==> config.mk <==
export PLATFORM = sky130hd
export DESIGN_NAME = fixed_point_to_seven_segment_digits
export DESIGN_NICKNAME = d
export VERILOG_FILES = /design/src/hw/rtl/fpssd_pkg.sv /design/src/hw/rtl/fpssd_scale.sv /design/src/hw/rtl/fpssd_bcd.sv /design/src/hw/rtl/fpssd_writer.sv /design/src/hw/rtl/fixed_point_to_seven_segment_digits.sv
export SDC_FILE = /design/constraint.sdc
export NUM_CORES = 1
export LEC_CHECK = 0
export BUFFER_PORTS_ARGS = -buffer_cell sky130_fd_sc_hd__buf_2
export CELL_PAD_IN_SITES_DETAIL_PLACEMENT = 1
export CELL_PAD_IN_SITES_GLOBAL_PLACEMENT = 1
export CORE_UTILIZATION = 53
export CTS_CLUSTER_SIZE = 24
export DETAILED_ROUTE_END_ITERATION = 6
export PLACE_DENSITY_LB_ADDON = 0.1
export REMOVE_ABC_BUFFERS = 1
export SYNTH_ARGS = -nofsm -noshare
export SYNTH_HDL_FRONTEND = slang
export SYNTH_SLANG_ARGS = --single-unit
==> constraint.sdc <==
create_clock -name clk_i -period 11.2 [get_ports clk_i]
set_input_delay 1.12 -clock clk_i [delete_from_list [all_inputs] [get_ports clk_i]]
set_output_delay 1.12 -clock clk_i [all_outputs]
set_load 0.02 [all_outputs]
==> src/hw/rtl/fpssd_pkg.sv <==
// Package for the fixed-point to seven-segment digit writer.
// Holds field widths, driver register codes, writer job type and state enum.
// No dependencies.
package fpssd_pkg;

  localparam int unsigned MAX_DIGITS_DEF = 8;
  localparam int unsigned FRAC_BITS_DEF  = 8;

  localparam int unsigned VALUE_W = 24;
  localparam int unsigned ADDR_W  = 4;
  localparam int unsigned DATA_W  = 8;
  localparam int unsigned CFG_W   = 3;
  localparam int unsigned CFG_IDX_W = 2;
  localparam int unsigned IDX_W   = 3;

  // configuration register indexes
  localparam logic [CFG_IDX_W-1:0] CFG_DECIMAL_PLACES = 2'd0;
  localparam logic [CFG_IDX_W-1:0] CFG_DIGIT_OFFSET   = 2'd1;

  localparam logic [CFG_W-1:0] DECIMAL_PLACES_RST = 3'd1;
  localparam logic [CFG_W-1:0] DIGIT_OFFSET_RST   = 3'd0;

  // display driver codes
  localparam logic [ADDR_W-1:0] SCAN_LIMIT_ADDR = 4'hB;
  localparam logic [DATA_W-1:0] SCAN_LIMIT_DATA = 8'h07;
  localparam logic [DATA_W-1:0] DOT_DATA        = 8'h80;

  typedef struct packed {
    logic             below_one;
    logic [CFG_W-1:0] dec;
    logic [CFG_W-1:0] offset;
  } wr_job_t;

  typedef enum logic [1:0] {
    WR_IDLE,
    WR_SCAN,
    WR_DOT,
    WR_DIGIT
  } wr_state_e;

  function automatic longint unsigned pow10(input int unsigned e);
    longint unsigned p;
    p = 1;
    for (int unsigned k = 0; k < e; k++) begin
      p = p * 10;
    end
    return p;
  endfunction

  // bits to hold ten times the largest displayable number plus a digit
  function automatic int unsigned num_width(input int unsigned md);
    return $clog2(pow10(md + 1));
  endfunction

endpackage

==> src/hw/rtl/fpssd_scale.sv <==
// Decimal scaling sequencer: one fractional decimal digit per cycle.
// Builds min(int*10^dec + trunc(frac*10^dec), 10^MAX_DIGITS-1). Uses fpssd_pkg.
module fpssd_scale #(
  parameter int unsigned MAX_DIGITS = fpssd_pkg::MAX_DIGITS_DEF,
  parameter int unsigned FRAC_BITS  = fpssd_pkg::FRAC_BITS_DEF
) (
  input  logic                                          clk_i,
  input  logic                                          rst_ni,
  input  logic                                          start_i,
  input  logic [fpssd_pkg::VALUE_W-1:0]                 value_i,
  input  logic [fpssd_pkg::CFG_W-1:0]                   dec_i,
  output logic                                          busy_o,
  output logic                                          done_o,
  output logic [fpssd_pkg::num_width(MAX_DIGITS)-1:0]   num_o
);
  import fpssd_pkg::*;

  localparam int unsigned NW = num_width(MAX_DIGITS);
  localparam int unsigned IW = VALUE_W - FRAC_BITS;
  localparam int unsigned CW = (NW > IW) ? NW : IW;
  localparam logic [NW-1:0] LIMIT = NW'(pow10(MAX_DIGITS) - 1);

  logic                 busy_q, busy_d;
  logic [CFG_W-1:0]     steps_q, steps_d;
  logic [NW-1:0]        n_q, n_d;
  logic [FRAC_BITS-1:0] r_q, r_d;

  logic [IW-1:0]          ipart;
  logic [FRAC_BITS+3:0]   r10;
  logic [NW-1:0]          n10;

  assign ipart = value_i[VALUE_W-1:FRAC_BITS];

  always_comb begin
    // remainder times ten: the top nibble is the next decimal digit
    r10 = ({4'b0, r_q} << 3) + ({4'b0, r_q} << 1);
    n10 = (n_q << 3) + (n_q << 1) + NW'(r10[FRAC_BITS+3:FRAC_BITS]);

    busy_d  = busy_q;
    steps_d = steps_q;
    n_d     = n_q;
    r_d     = r_q;
    done_o  = 1'b0;

    if (start_i) begin
      busy_d  = 1'b1;
      steps_d = dec_i;
      r_d     = value_i[FRAC_BITS-1:0];
      if (CW'(ipart) > CW'(LIMIT)) begin
        n_d = LIMIT;
      end else begin
        n_d = NW'(ipart);
      end
    end else if (busy_q) begin
      if (steps_q == '0) begin
        done_o = 1'b1;
        busy_d = 1'b0;
      end else begin
        steps_d = steps_q - 1'b1;
        r_d     = r10[FRAC_BITS-1:0];
        // saturation is sticky since the sum only grows
        n_d     = (n10 > LIMIT) ? LIMIT : n10;
      end
    end
  end

  always_ff @(posedge clk_i or negedge rst_ni) begin
    if (!rst_ni) begin
      busy_q <= 1'b0;
    end else begin
      busy_q <= busy_d;
    end
  end

  always_ff @(posedge clk_i) begin
    steps_q <= steps_d;
    n_q     <= n_d;
    r_q     <= r_d;
  end

  assign busy_o = busy_q;
  assign num_o  = n_q;

endmodule

==> src/hw/rtl/fpssd_bcd.sv <==
// Bit-serial binary to BCD converter (shift and add three), one bit per cycle.
// Depends on fpssd_pkg for the number width.
module fpssd_bcd #(
  parameter int unsigned MAX_DIGITS = fpssd_pkg::MAX_DIGITS_DEF
) (
  input  logic                                        clk_i,
  input  logic                                        rst_ni,
  input  logic                                        start_i,
  input  logic [fpssd_pkg::num_width(MAX_DIGITS)-1:0] num_i,
  output logic                                        busy_o,
  output logic                                        done_o,
  output logic [4*MAX_DIGITS-1:0]                     digits_o
);
  import fpssd_pkg::*;

  localparam int unsigned NW    = num_width(MAX_DIGITS);
  localparam int unsigned CNT_W = $clog2(NW + 1);
  localparam int unsigned BW    = 4 * MAX_DIGITS;

  logic             busy_q, busy_d;
  logic [CNT_W-1:0] cnt_q, cnt_d;
  logic [NW-1:0]    bin_q, bin_d;
  logic [BW-1:0]    bcd_q, bcd_d;
  logic [BW-1:0]    adj;

  always_comb begin
    for (int unsigned j = 0; j < MAX_DIGITS; j++) begin
      adj[4*j +: 4] = (bcd_q[4*j +: 4] >= 4'd5) ? bcd_q[4*j +: 4] + 4'd3 : bcd_q[4*j +: 4];
    end

    busy_d = busy_q;
    cnt_d  = cnt_q;
    bin_d  = bin_q;
    bcd_d  = bcd_q;
    done_o = 1'b0;

    if (start_i) begin
      busy_d = 1'b1;
      cnt_d  = CNT_W'(NW);
      bin_d  = num_i;
      bcd_d  = '0;
    end else if (busy_q) begin
      if (cnt_q == '0) begin
        done_o = 1'b1;
        busy_d = 1'b0;
      end else begin
        cnt_d = cnt_q - 1'b1;
        bcd_d = {adj[BW-2:0], bin_q[NW-1]};
        bin_d = bin_q << 1;
      end
    end
  end

  always_ff @(posedge clk_i or negedge rst_ni) begin
    if (!rst_ni) begin
      busy_q <= 1'b0;
      cnt_q  <= '0;
    end else begin
      busy_q <= busy_d;
      cnt_q  <= cnt_d;
    end
  end

  always_ff @(posedge clk_i) begin
    bin_q <= bin_d;
    bcd_q <= bcd_d;
  end

  assign busy_o   = busy_q;
  assign digits_o = bcd_q;

endmodule

==> src/hw/rtl/fpssd_writer.sv <==
// Register write sequencer: scan limit, optional dot-zero, then digits.
// Digits leave a shift register one nibble per transfer. Uses fpssd_pkg.
module fpssd_writer #(
  parameter int unsigned MAX_DIGITS = fpssd_pkg::MAX_DIGITS_DEF
) (
  input  logic                            clk_i,
  input  logic                            rst_ni,
  input  logic                            start_i,
  input  logic [4*MAX_DIGITS-1:0]         digits_i,
  input  fpssd_pkg::wr_job_t              job_i,
  output logic                            busy_o,
  output logic                            out_valid_o,
  input  logic                            out_stall_i,
  output logic [fpssd_pkg::ADDR_W-1:0]    reg_addr_o,
  output logic [fpssd_pkg::DATA_W-1:0]    reg_data_o,
  output logic                            last_write_o
);
  import fpssd_pkg::*;

  localparam int unsigned BW = 4 * MAX_DIGITS;

  wr_state_e        state_q, state_d;
  logic [BW-1:0]    sh_q, sh_d;
  logic [IDX_W-1:0] idx_q, idx_d;
  logic [IDX_W-1:0] last_idx_q, last_idx_d;
  wr_job_t          job_q, job_d;

  logic [IDX_W-1:0] top_idx;
  logic             xfer;
  logic             dot;

  // highest nonzero digit; a zero value still shows one digit
  always_comb begin
    top_idx = '0;
    for (int unsigned i = 0; i < MAX_DIGITS; i++) begin
      if (digits_i[4*i +: 4] != 4'd0) begin
        top_idx = IDX_W'(i);
      end
    end
  end

  assign xfer = out_valid_o && !out_stall_i;
  assign dot  = !job_q.below_one && (idx_q == job_q.dec);

  always_comb begin
    state_d      = state_q;
    sh_d         = sh_q;
    idx_d        = idx_q;
    last_idx_d   = last_idx_q;
    job_d        = job_q;
    out_valid_o  = 1'b0;
    reg_addr_o   = SCAN_LIMIT_ADDR;
    reg_data_o   = SCAN_LIMIT_DATA;
    last_write_o = 1'b0;

    case (state_q)
      WR_IDLE: begin
        if (start_i) begin
          state_d    = WR_SCAN;
          sh_d       = digits_i;
          idx_d      = '0;
          last_idx_d = top_idx;
          job_d      = job_i;
        end
      end
      WR_SCAN: begin
        out_valid_o = 1'b1;
        if (xfer) begin
          state_d = job_q.below_one ? WR_DOT : WR_DIGIT;
        end
      end
      WR_DOT: begin
        out_valid_o = 1'b1;
        reg_addr_o  = ADDR_W'(job_q.offset) + 4'd2;
        reg_data_o  = DOT_DATA;
        if (xfer) begin
          state_d = WR_DIGIT;
        end
      end
      WR_DIGIT: begin
        out_valid_o  = 1'b1;
        reg_addr_o   = ADDR_W'(job_q.offset) + ADDR_W'(idx_q) + 4'd1;
        reg_data_o   = {dot, 3'b000, sh_q[3:0]};
        last_write_o = (idx_q == last_idx_q);
        if (xfer) begin
          if (idx_q == last_idx_q) begin
            state_d = WR_IDLE;
          end else begin
            idx_d = idx_q + 1'b1;
            sh_d  = sh_q >> 4;
          end
        end
      end
      default: begin
        state_d = WR_IDLE;
      end
    endcase
  end

  always_ff @(posedge clk_i or negedge rst_ni) begin
    if (!rst_ni) begin
      state_q <= WR_IDLE;
    end else begin
      state_q <= state_d;
    end
  end

  always_ff @(posedge clk_i) begin
    sh_q       <= sh_d;
    idx_q      <= idx_d;
    last_idx_q <= last_idx_d;
    job_q      <= job_d;
  end

  assign busy_o = (state_q != WR_IDLE);

endmodule

==> src/hw/rtl/fixed_point_to_seven_segment_digits.sv <==
// Fixed-point to seven-segment digit writer, top level.
// Instantiates fpssd_scale, fpssd_bcd and fpssd_writer; uses fpssd_pkg.
//
// Usage: present an unsigned fixed-point magnitude on value_i with in_valid_i;
// it transfers when in_stall_o is low. The block then produces a sequence of
// display driver register writes on reg_addr_o/reg_data_o, each transferred
// when out_valid_o is high and out_stall_i is low; last_write_o marks the final
// write of the sequence (scan limit, optional dot-zero, one write per digit).
// Only one value is in flight: in_stall_o stays high from the transfer until
// the last write of that value has been taken.
// Order: the scaling sequencer works through decimal_places decimal digits (one
// decimal digit per cycle), then the bit-serial BCD converter handles
// num_width(MAX_DIGITS) bits (one bit per cycle), then the first write shows up.
// A value needs 2..9 register writes.
// A stall on the output simply holds the current write; nothing is dropped.
// Configuration: cfg_valid_i with cfg_index_i (0 decimal places, 1 digit
// offset) and cfg_data_i; cfg_ready_o is always high; write only while idle.
// Reset: decimal places 1, digit offset 0, no value in flight.
module fixed_point_to_seven_segment_digits #(
  parameter int unsigned MAX_DIGITS = fpssd_pkg::MAX_DIGITS_DEF,
  parameter int unsigned FRAC_BITS  = fpssd_pkg::FRAC_BITS_DEF
) (
  input  logic                              clk_i,
  input  logic                              rst_ni,
  input  logic                              cfg_valid_i,
  output logic                              cfg_ready_o,
  input  logic [fpssd_pkg::CFG_IDX_W-1:0]   cfg_index_i,
  input  logic [fpssd_pkg::CFG_W-1:0]       cfg_data_i,
  input  logic                              in_valid_i,
  output logic                              in_stall_o,
  input  logic [fpssd_pkg::VALUE_W-1:0]     value_i,
  output logic                              out_valid_o,
  input  logic                              out_stall_i,
  output logic [fpssd_pkg::ADDR_W-1:0]      reg_addr_o,
  output logic [fpssd_pkg::DATA_W-1:0]      reg_data_o,
  output logic                              last_write_o
);
  import fpssd_pkg::*;

  localparam int unsigned NW = num_width(MAX_DIGITS);

  logic [CFG_W-1:0] dec_q, dec_d;
  logic [CFG_W-1:0] off_q, off_d;
  wr_job_t          job_q, job_d;

  logic          in_xfer;
  logic          scale_busy, scale_done;
  logic          bcd_busy, bcd_done;
  logic          wr_busy;
  logic [NW-1:0] num;
  logic [4*MAX_DIGITS-1:0] digits;

  assign cfg_ready_o = 1'b1;
  assign in_stall_o  = scale_busy || bcd_busy || wr_busy;
  assign in_xfer     = in_valid_i && !in_stall_o;

  always_comb begin
    dec_d = dec_q;
    off_d = off_q;
    if (cfg_valid_i && cfg_ready_o) begin
      case (cfg_index_i)
        CFG_DECIMAL_PLACES: dec_d = cfg_data_i;
        CFG_DIGIT_OFFSET:   off_d = cfg_data_i;
        default: ;
      endcase
    end
  end

  always_comb begin
    job_d = job_q;
    if (in_xfer) begin
      job_d.below_one = (value_i[VALUE_W-1:FRAC_BITS] == '0);
      job_d.dec       = dec_q;
      job_d.offset    = off_q;
    end
  end

  always_ff @(posedge clk_i or negedge rst_ni) begin
    if (!rst_ni) begin
      dec_q <= DECIMAL_PLACES_RST;
      off_q <= DIGIT_OFFSET_RST;
    end else begin
      dec_q <= dec_d;
      off_q <= off_d;
    end
  end

  always_ff @(posedge clk_i) begin
    job_q <= job_d;
  end

  fpssd_scale #(
    .MAX_DIGITS (MAX_DIGITS),
    .FRAC_BITS  (FRAC_BITS)
  ) u_scale (
    .clk_i   (clk_i),
    .rst_ni  (rst_ni),
    .start_i (in_xfer),
    .value_i (value_i),
    .dec_i   (dec_q),
    .busy_o  (scale_busy),
    .done_o  (scale_done),
    .num_o   (num)
  );

  fpssd_bcd #(
    .MAX_DIGITS (MAX_DIGITS)
  ) u_bcd (
    .clk_i    (clk_i),
    .rst_ni   (rst_ni),
    .start_i  (scale_done),
    .num_i    (num),
    .busy_o   (bcd_busy),
    .done_o   (bcd_done),
    .digits_o (digits)
  );

  fpssd_writer #(
    .MAX_DIGITS (MAX_DIGITS)
  ) u_writer (
    .clk_i        (clk_i),
    .rst_ni       (rst_ni),
    .start_i      (bcd_done),
    .digits_i     (digits),
    .job_i        (job_q),
    .busy_o       (wr_busy),
    .out_valid_o  (out_valid_o),
    .out_stall_i  (out_stall_i),
    .reg_addr_o   (reg_addr_o),
    .reg_data_o   (reg_data_o),
    .last_write_o (last_write_o)
  );

endmodule
==> impl_table.tex <==
\begin{tabular}{lr}
\hline
Metric & Value \\
\hline
\multicolumn{2}{l}{\textbf{Floorplan}} \\
Initial core utilization & 54.0\% \\
Horizontal die dimension & approximately 140 um \\
Placeable core region & between 15000 and 20000 um2 \\
Die Span Y & 140 um \\
Die Footprint & around 20000 um2 \\
Number of core rows & 50 \\
Number of top-level pins & 50 \\
\multicolumn{2}{l}{\textbf{Route}} \\
DR DRC count & 0 \\
Post-DR wirelength/cell & roughly 20 um \\
Violation count after the first detailed-routing iteration & 390 \\
Mean number of vias per cell & $\sim$6 \\
DRT Wirelength & between 20000 and 30000 um \\
Number of nets with antenna violations after detailed routing & 0 \\
Total vias in the final route & between 7000 and 8000 \\
Total iterations of the first detailed-routing run & 4 \\
\multicolumn{2}{l}{\textbf{Global routing}} \\
Largest net degree at the start of global routing & 63 \\
Met1 capacity usage during global routing & between 30 and 40\% \\
Met2 demand-to-capacity share in global routing & between 40 and 50\% \\
Grt met3 use & approximately 3.9\% \\
Initial antenna violation count & 0 \\
Remaining global-route overflow & 0 \\
Via count of the first global-routing pass & 8270 \\
Global-route wire length before repair & about 42000 um \\
Tot GR Track Use & 27.5\% \\
Busiest layer in global routing & met2 \\
\multicolumn{2}{l}{\textbf{Placement}} \\
Routability-driven placement congestion ratio & between 0.9 and 1 \\
Number of cells in the design after placement & about 1300 \\
Number of input and output port buffers inserted & 45 \\
HPWL after DPL & $\sim$19000 um \\
Placed cell areas & roughly 10000 um2 \\
\multicolumn{2}{l}{\textbf{Clock tree}} \\
CTS tree & yes \\
Bufs on Longest Clock Path & 2 \\
Hold-fix buffers, CTS & 0 \\
Clk Latency, worst-skew pair & roughly 430 ps \\
Post-cts sizing count & 0 \\
Total CTS buffers & 17 \\
Root buffer selected by CTS & clkbuf\_16 \\
Sinks on the clock net & 170 \\
Number of levels the H-tree was split into & 4 \\
Clock transition at the registers of the reported paths & around 70 ps \\
Number of setup buffers added after CTS & 0 \\
\multicolumn{2}{l}{\textbf{STA}} \\
Unrepaired setup endpoints after global routing & false \\
Minimum clock period & between 6000 and 7000 ps \\
Final Setup Violations & 0 \\
Final-report hold violation count & 0 \\
Max-slew headroom & between 10\% and 20\% \\
Period utilization & between 50\% and 60\% \\
Worst Max-Slew Pin Slew & around 1200 ps \\
Post-Route Skew & approximately 15 ps \\
Max Transition Viols Final & 0 \\
Fmax & roughly 0.16 GHz \\
Post-Route Setup TNS & 0 ps \\
\multicolumn{2}{l}{\textbf{Critical path}} \\
Crit Path Class & flop to flop \\
WP data arrival & approximately 6300 ps \\
Required time of the worst setup path & between 10000 and 15000 ps \\
Depth of the worst register-to-register path & 20 \\
Highest fanout seen on the critical path & 12 \\
Critical path capture point type & flop \\
Setup crit start kind & flop \\
\multicolumn{2}{l}{\textbf{Synthesis}} \\
Count of warnings emitted by yosys & 0 \\
Dominant cell by count in the synthesized netlist & nand2\_1 \\
FF+latch count, synth & between 150 and 200 \\
Mean instance size in the synthesized netlist & a little under 10 um2 \\
Syn Std Cell Area & just over 10000 um2 \\
Count of cell types in the netlist & 64 \\
Number of synthesized flops with an enable pin & approximately 110 \\
Share of the synthesized area in the top cell type & between 30 and 40\% \\
Ys async rst share & slightly below 9\% \\
Library cell with the largest summed area after synthesis & edfxtp\_1 \\
Most used flip-flop cell after synthesis & edfxtp\_1 \\
Share of synthesized area occupied by flip-flops and latches & 45.4\% \\
Post-synthesis instance total & about 1000 \\
Cell types with the highest counts after synthesis & 170 x nand2\_1, 109 x edfxtp\_1, 93 x ha\_1 \\
Leading post-synthesis cells by cell area & edfxtp\_1 33\%, ha\_1 12\%, dfxtp\_1 9.1\% \\
\multicolumn{2}{l}{\textbf{Cells and area}} \\
Share of final-layout standard cells stronger than drive strength 1 & a little over a tenth \\
Nets & approximately 1200 \\
Core utilization of the finished layout & between 50\% and 60\% \\
\# diodes & 0 \\
Finished Cell Area & around 11000 um2 \\
Non-filler instance count after layout & 1318 \\
Area added between synthesis and finish & 10.3\% \\
\multicolumn{2}{l}{\textbf{Min path}} \\
Worst hold path depth & 0 \\
Worst min path class & flop to flop \\
\multicolumn{2}{l}{\textbf{Run}} \\
Max\_cap viols & 0 \\
\multicolumn{2}{l}{\textbf{Outcome}} \\
Result of the run & finished clean \\
\hline
\end{tabular}
flip-flops by register name, indices dropped and copies added, names as in the netlist, 5 cells and up:
register and flops:
u_bcd.digits_o 32, u_writer.sh_q 32, u_bcd.bin_q 30, u_scale.num_o 30, u_scale.r_q 8, job_q 7, u_writer.job_q 7, u_bcd.cnt_q 5
area by class of cell:
type	instances	area [um2]
well taps	234	293
fillers	2091	7540
multi-input cells	778	5150
clock buffers	20	468
inverters	52	195
flip-flops and latches	170	4570
repair buffers	52	278
clock inverters	12	150
critical path, stage by stage (launching register included):
cell and delay, ps:
edfxtp_1 410, ha_1 230, fa_1 410, a21o_1 200, a21oi_1 210, o21bai_1 80, a21oi_1 240, nor2_1 100
fa_1 510, inv_1 70, fa_1 450, nand2b_1 180, a21o_1 220, a21oi_1 310, nor3_1 90, a2111o_1 380
nor4_1 370, nand4b_1 230, o21ai_1 560, a211o_1 490, o21ai_1 130
path summary, 6_finish.rpt:
kind                       slack (ps)                end           start
max                              5050  u_scale.num_o[12]  u_scale.r_q[2]
min                               410  u_writer.job_q[3]        job_q[3]
max reg2reg                      5050  u_scale.num_o[12]  u_scale.r_q[2]
min reg2reg                       410  u_writer.job_q[3]        job_q[3]
max in group asynchronous       10290           dec_q[0]          rst_ni
min in group asynchronous         600           off_q[2]          rst_ni
cells in the final DEF, fill, tap and decap left out, types with 13 or more instances in the layout:
cell | Yosys | routed
a21o_1 | 15 | 15
a21oi_1 | 72 | 71
buf_2 | 0 | 45
clkbuf_16 | 0 | 18
dfrtp_1 | 14 | 14
dfxtp_1 | 46 | 46
edfxtp_1 | 109 | 109
ha_1 | 93 | 92
inv_1 | 51 | 51
mux2_2 | 21 | 21
nand2_1 | 170 | 170
nand2b_1 | 15 | 15
nand3_1 | 16 | 16
nor2_1 | 57 | 56
nor3_1 | 15 | 15
nor3b_1 | 13 | 13
o21ai_0 | 71 | 71
o22ai_1 | 18 | 18
xnor2_1 | 30 | 30
xor2_1 | 16 | 16
cell families (layout without fill, tap and decap cells):
family	count (synthesis)	count (layout)	synth area share [%]
XOR/XNOR	46	46	4.00
AO/OA/AOI/OAI	258	258	15.8
flip-flops	170	170	45.4
AND/OR/NAND/NOR	351	351	16.2
adder cells (fa/ha/maj)	97	97	12.4
other	2	4	0.0746
buffers and inverters	91	136	3.69
multiplexers	22	22	2.45
metal layers:
metal	wire length [um]	vias up
met1	11800	3988
met3	847	29
met4	390	0
met5	0	-
li1	-	3807
met2	12800	158
through the flow:
step                worst slack (ps)  hold slack [ps]
finish                          5050              414
CTS                             5140              418
floorplan                       5890              400
detailed placement              5180              406
global route                    4730              425
global placement                5370              401
Power is not shown: default switching activity piles up to over one toggle a cycle in this logic, so the estimate is an artifact.
